File: config.mk
export PLATFORM = sky130hd
export DESIGN_NAME = numeric_literal_scanner_core
export DESIGN_NICKNAME = d
export VERILOG_FILES = /design/src/rtl/nls_pkg.sv /design/src/rtl/nls_step.sv /design/src/rtl/numeric_literal_scanner_core.sv
export SDC_FILE = /design/constraint.sdc
export NUM_CORES = 1
export LEC_CHECK = 0
export ABC_CLOCK_PERIOD_IN_PS = 5400
export BUFFER_PORTS_ARGS = -buffer_cell sky130_fd_sc_hd__clkbuf_2
export CAP_MARGIN = 20
export CORE_MARGIN = 4
export CORE_UTILIZATION = 30
export CTS_CLUSTER_DIAMETER = 200
export DETAILED_ROUTE_END_ITERATION = 6
export PLACE_DENSITY = 0.54
export SLEW_MARGIN = 5
export SYNTH_ARGS = -nofsm -noshare
export SYNTH_HDL_FRONTEND = slang
export SYNTH_SLANG_ARGS = --single-unit
File: constraint.sdc
create_clock -name i_clk -period 5.4 [get_ports i_clk]
set_clock_uncertainty 0.15 [all_clocks]
set_input_delay 0.54 -clock i_clk [delete_from_list [all_inputs] [get_ports i_clk]]
set_output_delay 0.54 -clock i_clk [all_outputs]
set_load 0.01 [all_outputs]
File: src/rtl/nls_pkg.sv
// shared types, constants and character class helpers for the numeric literal scanner
`default_nettype none

package nls_pkg;

    // length cap: the configured maximum, limited by the 8-bit length field
    localparam int MaxLen = 255;
    localparam int LenCapInt = (MaxLen < 255) ? MaxLen : 255;
    localparam logic [7:0] LenCap = LenCapInt[7:0];

    // result kinds
    localparam logic [2:0] KindInt       = 3'd0;
    localparam logic [2:0] KindFloat     = 3'd1;
    localparam logic [2:0] KindInvalid   = 3'd2;
    localparam logic [2:0] KindDoubleSep = 3'd3;
    localparam logic [2:0] KindTrailSep  = 3'd4;
    localparam logic [2:0] KindNotNumber = 3'd5;

    // character codes
    localparam logic [7:0] ChUnderscore = 8'h5F;
    localparam logic [7:0] ChPoint      = 8'h2E;
    localparam logic [7:0] ChLowerE     = 8'h65;
    localparam logic [7:0] ChUpperE     = 8'h45;
    localparam logic [7:0] ChPlus       = 8'h2B;
    localparam logic [7:0] ChMinus      = 8'h2D;

    typedef enum logic [1:0] {
        ModeIdle  = 2'd0,
        ModeScan  = 2'd1,
        ModeError = 2'd2
    } t_mode;

    typedef enum logic [1:0] {
        HeadNone   = 2'd0,
        HeadMarker = 2'd1,
        HeadSign   = 2'd2
    } t_head;

    // input beat
    typedef struct packed {
        logic       cmd;
        logic [7:0] char_code;
    } t_in_item;

    // result beat
    typedef struct packed {
        logic [2:0] kind;
        logic [7:0] token_length;
    } t_out_item;

    // scanner state carried from character to character
    typedef struct packed {
        t_mode      mode;
        logic       seen_point;
        logic       seen_exponent;
        logic       last_sep;
        logic       last_point;
        t_head      head;
        logic [7:0] run_length;
        logic [2:0] pend_error;
    } t_scan_state;

    localparam t_scan_state ScanReset = '{
        mode:          ModeIdle,
        seen_point:    1'b0,
        seen_exponent: 1'b0,
        last_sep:      1'b0,
        last_point:    1'b0,
        head:          HeadNone,
        run_length:    8'd0,
        pend_error:    3'd0
    };

    function automatic logic is_digit(input logic [7:0] c);
        return (c >= 8'h30) && (c <= 8'h39);
    endfunction

    function automatic logic is_alnum(input logic [7:0] c);
        return is_digit(c) || ((c >= 8'h61) && (c <= 8'h7A))
            || ((c >= 8'h41) && (c <= 8'h5A));
    endfunction

    // characters an error span keeps swallowing
    function automatic logic is_span_char(input logic [7:0] c);
        return is_alnum(c) || (c == ChPoint) || (c == ChUnderscore);
    endfunction

    function automatic logic [7:0] bump(input logic [7:0] len);
        return (len < LenCap) ? len + 8'd1 : len;
    endfunction

endpackage

`default_nettype wire

File: src/rtl/nls_step.sv
// one-character step of the scanner: next state and optional result
`default_nettype none

module nls_step (
    input  wire nls_pkg::t_scan_state i_state,
    input  wire nls_pkg::t_in_item    i_item,
    output nls_pkg::t_scan_state      o_state,
    output logic                      o_res_valid,
    output nls_pkg::t_out_item        o_res
);

    logic [7:0] c;
    logic       swallow;
    logic [2:0] term_error;

    assign c = i_item.char_code;
    assign swallow = nls_pkg::is_span_char(c);
    assign term_error = i_state.last_sep ? nls_pkg::KindTrailSep : nls_pkg::KindInvalid;

    always_comb begin
        o_state = i_state;
        o_res_valid = 1'b0;
        o_res.kind = i_state.pend_error;
        o_res.token_length = i_state.run_length;

        if (i_item.cmd) begin
            // start of a new attempt drops anything in progress
            o_state = nls_pkg::ScanReset;
            if (!nls_pkg::is_digit(c)) begin
                o_res_valid = 1'b1;
                o_res.kind = nls_pkg::KindNotNumber;
                o_res.token_length = 8'd0;
            end else begin
                o_state.mode = nls_pkg::ModeScan;
                o_state.run_length = 8'd1;
            end
        end else begin
            case (i_state.mode)
                nls_pkg::ModeError: begin
                    // error span: swallow or close
                    if (swallow) begin
                        o_state.run_length = nls_pkg::bump(i_state.run_length);
                    end else begin
                        o_state = nls_pkg::ScanReset;
                        o_res_valid = 1'b1;
                    end
                end
                nls_pkg::ModeScan: begin
                    if (nls_pkg::is_digit(c)) begin
                        o_state.last_sep = 1'b0;
                        o_state.last_point = 1'b0;
                        o_state.head = nls_pkg::HeadNone;
                        o_state.run_length = nls_pkg::bump(i_state.run_length);
                    end else if (c == nls_pkg::ChUnderscore) begin
                        // separator rules
                        if (i_state.last_sep) begin
                            o_state.mode = nls_pkg::ModeError;
                            o_state.pend_error = nls_pkg::KindDoubleSep;
                        end else if (i_state.last_point
                                     || (i_state.head != nls_pkg::HeadNone)) begin
                            o_state.mode = nls_pkg::ModeError;
                            o_state.pend_error = nls_pkg::KindInvalid;
                        end else begin
                            o_state.last_sep = 1'b1;
                        end
                        o_state.run_length = nls_pkg::bump(i_state.run_length);
                    end else if ((c == nls_pkg::ChPoint) && !i_state.seen_point
                                 && !i_state.seen_exponent) begin
                        o_state.seen_point = 1'b1;
                        o_state.last_point = 1'b1;
                        o_state.last_sep = 1'b0;
                        o_state.head = nls_pkg::HeadNone;
                        o_state.run_length = nls_pkg::bump(i_state.run_length);
                    end else if (((c == nls_pkg::ChLowerE) || (c == nls_pkg::ChUpperE))
                                 && !i_state.seen_exponent) begin
                        o_state.seen_exponent = 1'b1;
                        o_state.head = nls_pkg::HeadMarker;
                        o_state.last_sep = 1'b0;
                        o_state.last_point = 1'b0;
                        o_state.run_length = nls_pkg::bump(i_state.run_length);
                    end else if (((c == nls_pkg::ChPlus) || (c == nls_pkg::ChMinus))
                                 && (i_state.head == nls_pkg::HeadMarker)) begin
                        o_state.head = nls_pkg::HeadSign;
                        o_state.run_length = nls_pkg::bump(i_state.run_length);
                    end else if (i_state.last_sep || (i_state.head != nls_pkg::HeadNone)) begin
                        // bad ending: the terminator is offered to the error span
                        if (swallow) begin
                            o_state.mode = nls_pkg::ModeError;
                            o_state.pend_error = term_error;
                            o_state.run_length = nls_pkg::bump(i_state.run_length);
                        end else begin
                            o_state = nls_pkg::ScanReset;
                            o_res_valid = 1'b1;
                            o_res.kind = term_error;
                        end
                    end else begin
                        // clean ending
                        o_state = nls_pkg::ScanReset;
                        o_res_valid = 1'b1;
                        o_res.kind = (i_state.seen_point || i_state.seen_exponent)
                                   ? nls_pkg::KindFloat : nls_pkg::KindInt;
                    end
                end
                default: begin
                    // idle: continuation characters are ignored
                end
            endcase
        end
    end

endmodule

`default_nettype wire

File: src/rtl/numeric_literal_scanner_core.sv
// Numeric literal scanner: one character per beat in, kind and length out.
// Input channel: i_valid / o_stall with i_data (cmd, char_code). A beat with
//   cmd set starts a new literal; cmd clear continues the current one.
// Output channel: o_valid / i_stall with o_data (kind, token_length). A
//   beat comes out when a literal or error span ends, or at once for a start
//   on a non-digit. The ending character is not part of the literal.
// Throughput: one character per cycle while the receiver takes results. The
//   scanner state is updated by one short step between the input register
//   and the result register, so nothing limits the rate but the handshake.
// Path: an accepted character is held in the input register; its result, if any,
//   is written to the result register when the held character moves on.
// Stalls: while a result waits, the held character waits too, whether or not
//   it gives a result, and o_stall is high whenever a held character cannot move
//   on, so one character is buffered at most.
// Reset: synchronous, active low; the scanner returns to idle with all
//   flags and the length cleared, and both registers empty.
`default_nettype none

module numeric_literal_scanner_core (
    input  wire                 i_clk,
    input  wire                 i_rst_n,
    input  wire                 i_valid,
    output logic                o_stall,
    input  wire nls_pkg::t_in_item i_data,
    output logic                o_valid,
    input  wire                 i_stall,
    output nls_pkg::t_out_item  o_data
);

    logic                 r_in_valid;
    nls_pkg::t_in_item    r_in;
    nls_pkg::t_scan_state r_state;
    nls_pkg::t_scan_state n_state;
    logic                 r_out_valid;
    nls_pkg::t_out_item   r_out;
    nls_pkg::t_out_item   n_out;
    logic                 n_out_valid;
    logic                 advance;
    logic                 in_take;

    // step logic on the held character
    nls_step u_step (
        .i_state     (r_state),
        .i_item      (r_in),
        .o_state     (n_state),
        .o_res_valid (n_out_valid),
        .o_res       (n_out)
    );

    // held character moves on when the result slot is free or being emptied
    assign advance = r_in_valid && (!r_out_valid || !i_stall);
    assign o_stall = r_in_valid && !advance;
    assign in_take = i_valid && !o_stall;

    // control registers
    always_ff @(posedge i_clk) begin
        if (!i_rst_n) begin
            r_in_valid  <= 1'b0;
            r_out_valid <= 1'b0;
            r_state     <= nls_pkg::ScanReset;
        end else begin
            if (in_take) begin
                r_in_valid <= 1'b1;
            end else if (advance) begin
                r_in_valid <= 1'b0;
            end
            if (advance) begin
                r_out_valid <= n_out_valid;
                r_state     <= n_state;
            end else if (!i_stall) begin
                r_out_valid <= 1'b0;
            end
        end
    end

    // payload registers
    always_ff @(posedge i_clk) begin
        if (in_take) begin
            r_in <= i_data;
        end
        if (advance && n_out_valid) begin
            r_out <= n_out;
        end
    end

    assign o_valid = r_out_valid;
    assign o_data  = r_out;

endmodule

`default_nettype wire

# After elaboration in Yosys (flattened, before gate mapping)
# Cells that the tools add are included.
# Widths: inputs -> output; s select.
# word_totals
output_inout_bits	13
word_cells	165
memories	0
reg_bits	41
mem_bits_ro	0
ramBits	0
latchBits	0
# classes
reduce_logical	37
n_eq_ne	29
bitwise_logic	0
mul	0
n_mux	77
magnitude_cmp	7
n_addsub	1
div	0
shifts	0
# ops
operator	n
$mux 19	9
$mux 3	19
$mux 6	8
$pmux 19 s2	1
$mux 11	3
$mux 8	4
$eq 8x6->1 const B	3
$eq 8x7->1 const B	3
$mux 12	2
$ne 4x3->1 const B	6
$reduce_and 8->1	3
$mux 1	21
$ge 8x7->1 const B	2
$le 8x7->1 const B	2
$ne 8x8->1 const B	2
$ne 5x5->1 const B	3
$mux 13	1
$mux 2	6
$ne 3x3->1 const B	4
$logic_and 1x1->1	11
$logic_or 1x1->1	10
$mux 10	1
$reduce_and 5->1	2
$add 8x1->8 const B	1
17 further kinds	24

# Longest topological paths before layout
# depth
ltp_word	28
mapped_depth	9
depth_no_buf	8

# Cells and area by module
# A second synthesis with hierarchy kept.
# hier_totals
cells_unflattened	292
hier_area_um2	2610.0
# by_module_without_submodules
mod	cells_per_inst	area_each_um2	seq_area_each_um2	n_inst
numeric_literal_scanner_core	112	1453.9	1021.0	1
nls_step	180	1156.1	0.0	1

# Least setup slack after synthesis
# Ideal clock, no wire load.
# synth_timing
kind	register to register
start	register r_in[0] (netlist name)
end	register r_out (netlist bit o_data[0]), enable pin
arrival_time_ps	2457
path_slack_ps	2411
period_less_slack_ps	2989
n_path_buf	0
stages_incl_launch_ff	8
required_ps	4868
setup_ps	382
cell_sequence	edfxtp_1 -> or4_1 -> o21ai_1 -> o32ai_2 -> or2_1 -> a21boi_1 -> o2111ai_1 -> a21boi_1
# synth_between
elab_chain_cells	16
# synth_lines
element	line_no	text
start: declaration	numeric_literal_scanner_core.sv:31	nls_pkg::t_in_item r_in;
start signal: assignment	numeric_literal_scanner_core.sv:79	r_in <= i_data;
$ge 8x6->1 (tied with other cells)	nls_pkg.sv:75	return (c >= 8'h30) && (c <= 8'h39);
$logic_and 1x1->1 (on tied branches)	nls_pkg.sv:75, nls_pkg.sv:79	
$logic_or 1x1->1	nls_pkg.sv:79	return is_digit(c) || ((c >= 8'h61) && (c <= 8'h7A))
$logic_or 1x1->1	nls_pkg.sv:80	|| ((c >= 8'h41) && (c <= 8'h5A));
$logic_or 1x1->1 (2 in a row)	nls_pkg.sv:85	return is_alnum(c) || (c == ChPoint) || (c == ChUnderscore);
$mux 1	nls_step.sv:41, nls_step.sv:87	
$mux 1	nls_step.sv:85	end else if (i_state.last_sep || (i_state.head != nls_pkg::HeadNone)) begin
$mux 1	nls_step.sv:81	end else if (((c == nls_pkg::ChPlus) || (c == nls_pkg::ChMinus))
$mux 1	nls_step.sv:74	end else if (((c == nls_pkg::ChLowerE) || (c == nls_pkg::ChUpperE))
$mux 1	nls_step.sv:67	end else if ((c == nls_pkg::ChPoint) && !i_state.seen_point
$mux 1	nls_step.sv:54	end else if (c == nls_pkg::ChUnderscore) begin
$mux 1	nls_step.sv:49	if (nls_pkg::is_digit(c)) begin
$pmux 1 s2	nls_step.sv:38	case (i_state.mode)
$mux 1 *	nls_step.sv:26	if (i_item.cmd) begin
$logic_and 1x1->1 *	numeric_literal_scanner_core.sv:81	if (advance && n_out_valid) begin
end signal: assignment	numeric_literal_scanner_core.sv:82	r_out <= n_out;
end: declaration	numeric_literal_scanner_core.sv:35	nls_pkg::t_out_item r_out;
# Mark *: on every way between the ends. The rest lies on a longest branch, timed or not.
# A chain may end at the register's enable or synchronous reset.

# Worst setup path in the final report
# layout_timing
start	register r_in[4] (netlist name)
end	register r_out (netlist bit o_data[5]), enable pin
# The elaborated chain is that of the path after synthesis.

==> flow_metrics.tcl <==
set metrics [dict create \
    drt_iter0_markers 205 \
    utilization 0.357 \
    yosys_warnings 0 \
    async_reset_ff_frac 0 \
    startpoint "r_in[4]" \
    clock_path_buffers 2 \
    maxSlewHeadroom 0.337 \
    path_clk_slew_ps 80 \
    port-buffer-count 25 \
    core_area_um2 6910 \
    p_leak_nw 0.849 \
    ys_seq_area_frac 0.470 \
    critPathCaptureType "flip-flop" \
    rsz0062_at_grt "false" \
    post_cts_resized 0 \
    start_util 0.314 \
    dp_hpwl_mm 3.63 \
    dominantRegCellSynth "dfxtp_1" \
    post_synth_num_cell_types 55 \
    grt_max_degree 17 \
    reg2reg_depth 7 \
    cts-root-buf "clkbuf_8" \
    slew_viol_final 0 \
    h-tree-depth 2 \
    r2r_start "r_in[4]" \
    ys_ff_latch 41 \
    grt_pass1_vias 1687 \
    die_w_um 93.1 \
    final_nets 277 \
    layout_commonest_cell "nor2_1" \
    start_kind "flip-flop" \
    whs_ps 276 \
    arrival_ps 3210 \
    route.met2.wl_mm 2.04 \
    path_cells "or4_1 -> o21ai_1 -> o32ai_2 -> or2_1 -> a21boi_1 -> o2111ai_1 -> a21boi_1" \
    cts_tree "yes" \
    worst-slew-pin-transition_ps 992 \
    dr_wl_met3_um 351 \
    setup_viol_count_final 0 \
    syn-num-nets 253 \
    grt-ovfl-total 0 \
    wirelength_mm 4.86 \
    vias 1811 \
    postCtsSetupBuffers 0 \
    die_area_um2 8660 \
    final_cell_mix "28 x nor2_1, 26 x nand2_1, 25 x clkbuf_2" \
    fin_crit_sh 0.636 \
    crit_path_max_fanout 11 \
    p_per_area_nw_per_um2 240 \
    top_signal_layer_used "met4" \
    io_pins 26 \
    drive_above_1_share 0.168 \
    cpMostUsedCell "a21boi_1" \
    post_dp_cell_area_um2 2380 \
    via_per_inst 5.06 \
    slowest_delay_ps 780 \
    dr.pass1.iters 4 \
    peakVddDrop_mv 0.119 \
    cts_made_buffers 5 \
    outcome "complete, no violations" \
    place.gp.congestion 0.862 \
    min_period_ps 3440 \
    detail-route-antenna-nets 0 \
    wirelength_met1_mm 2.42 \
    synth_edf_count 20 \
    fillers 737 \
    area_delta_synth_final_pct 13.7 \
    drcViolationCount 0 \
    stdcell_area_um2 2470 \
    grt_usage 0.117 \
    clock.fmax_mhz 291 \
    setup_tns_ps 0 \
    drv_cap 0 \
    syn_area_um2 2170 \
    holdCritStartpoint "i_data[0]" \
    synth_cells 237 \
    wl_per_cell_um 13.6 \
    hp-class "input pin to flip-flop" \
    antenna_found_initial 0 \
    cts_hold_buf 0 \
    clkLatencyLatePin_ps 290 \
    fp-row-count 30 \
    finalHoldViolations 0 \
    die_h_um 93.1 \
    slowest_stage "a21boi_1" \
    whs_path_depth 1 \
    antennaDiodeCount 0 \
    cp.required_ps 5170 \
    synth_area_per_cell_um2 9.16 \
    crit_type "flip-flop to flip-flop" \
    cts_sinks 41 \
    grt_pass1_wl_mm 8.22 \
]
[per-layer routing]
| metal | vias to the layer above | GRT usage |
|---|---|---|
| li1 | 927 | - |
| met1 | 811 | 0.173 |
| met2 | 67 | 0.173 |
| met3 | 6 | 0.0257 |
| met4 | 0 | 0.0293 |
| met5 | - | 0 |
[report_power, final]
group | switching, mW | leakage [nW] | total [mW] | internal (mW)
clock network | 0.109 | 0.0439 | 0.199 | 0.0893
registers | 0.00896 | 0.360 | 0.343 | 0.334
logic | 0.0315 | 0.446 | 0.0507 | 0.0192
total | 0.150 | 0.849 | 0.592 | 0.443
[state kept, by name (all words and copies together), names as in the netlist]
| register | flops |
|---|---|
| o_data | 11 |
| r_in | 9 |
| r_in_valid | 1 |
| o_valid | 1 |
| r_state | 19 |
[through the flow]
step / instances / total power, mW / setup slack [ps]
final: 358 / 0.592 / 1960
after global routing: 358 / 0.617 / 1700
after global placement: 350 / 0.401 / 2040
after detailed placement: 350 / 0.401 / 1950
after floorplan: 237 / 0.384 / 2410
after CTS: 358 / 0.598 / 1940
[path summary, 6_finish.rpt]
| path | end | slack (ps) |
|---|---|---|
| worst min register to register | r_state[1] | 320 |
| worst max register to register | o_data[5] | 1960 |
| worst max-delay path | o_data[5] | 1960 |
| worst min-delay path | r_in[0] | 280 |
[cells in the mapped netlist, types with 5 or more instances]
cell      number  area share
edfxtp_1      20        0.28
nor3_1         7       0.016
inv_1          7       0.012
nor2b_1       10       0.029
clkbuf_1       7       0.012
o21ai_1        6       0.014
o21ai_0        6       0.014
dfxtp_1       21        0.19
nand3_1       15       0.035
nor2_1        28       0.048
a31oi_1        5       0.014
a21oi_1       14       0.032
mux2i_1        5       0.023
nand2_1       26       0.045
[worst max-delay path: cells and delay by family, from the launching register on]
family	cells	cell delay [ps]
AOI/OAI and AO/OA	5	1550
DFF	1	530
and+or+nand+nor	2	840
[cells by family (layout without fill, tap and decap cells)]
group / after synthesis / after routing / share of synthesized area
AND/OR/NAND/NOR: 115 / 115 / 0.273
AO/OA/AOI/OAI: 55 / 55 / 0.180
flip-flops: 41 / 41 / 0.470
buffers and inverters: 17 / 42 / 0.0329
multiplexers: 5 / 5 / 0.0231
adder cells (fa/ha/maj): 3 / 3 / 0.0173
XOR/XNOR: 1 / 1 / 0.00404
[cell type report]
cell class	count	area [µm²]	area share
clock buffer	5	68.8	0.0279
clock inverter	3	17.5	0.00710
inverter	8	30.0	0.0122
multi-input combinational	179	1080	0.437
sequential	41	1020	0.414
tap	96	120	0.0487
timing repair buffer	26	133	0.0537
Note: power is estimated with default switching activity, not from simulation.
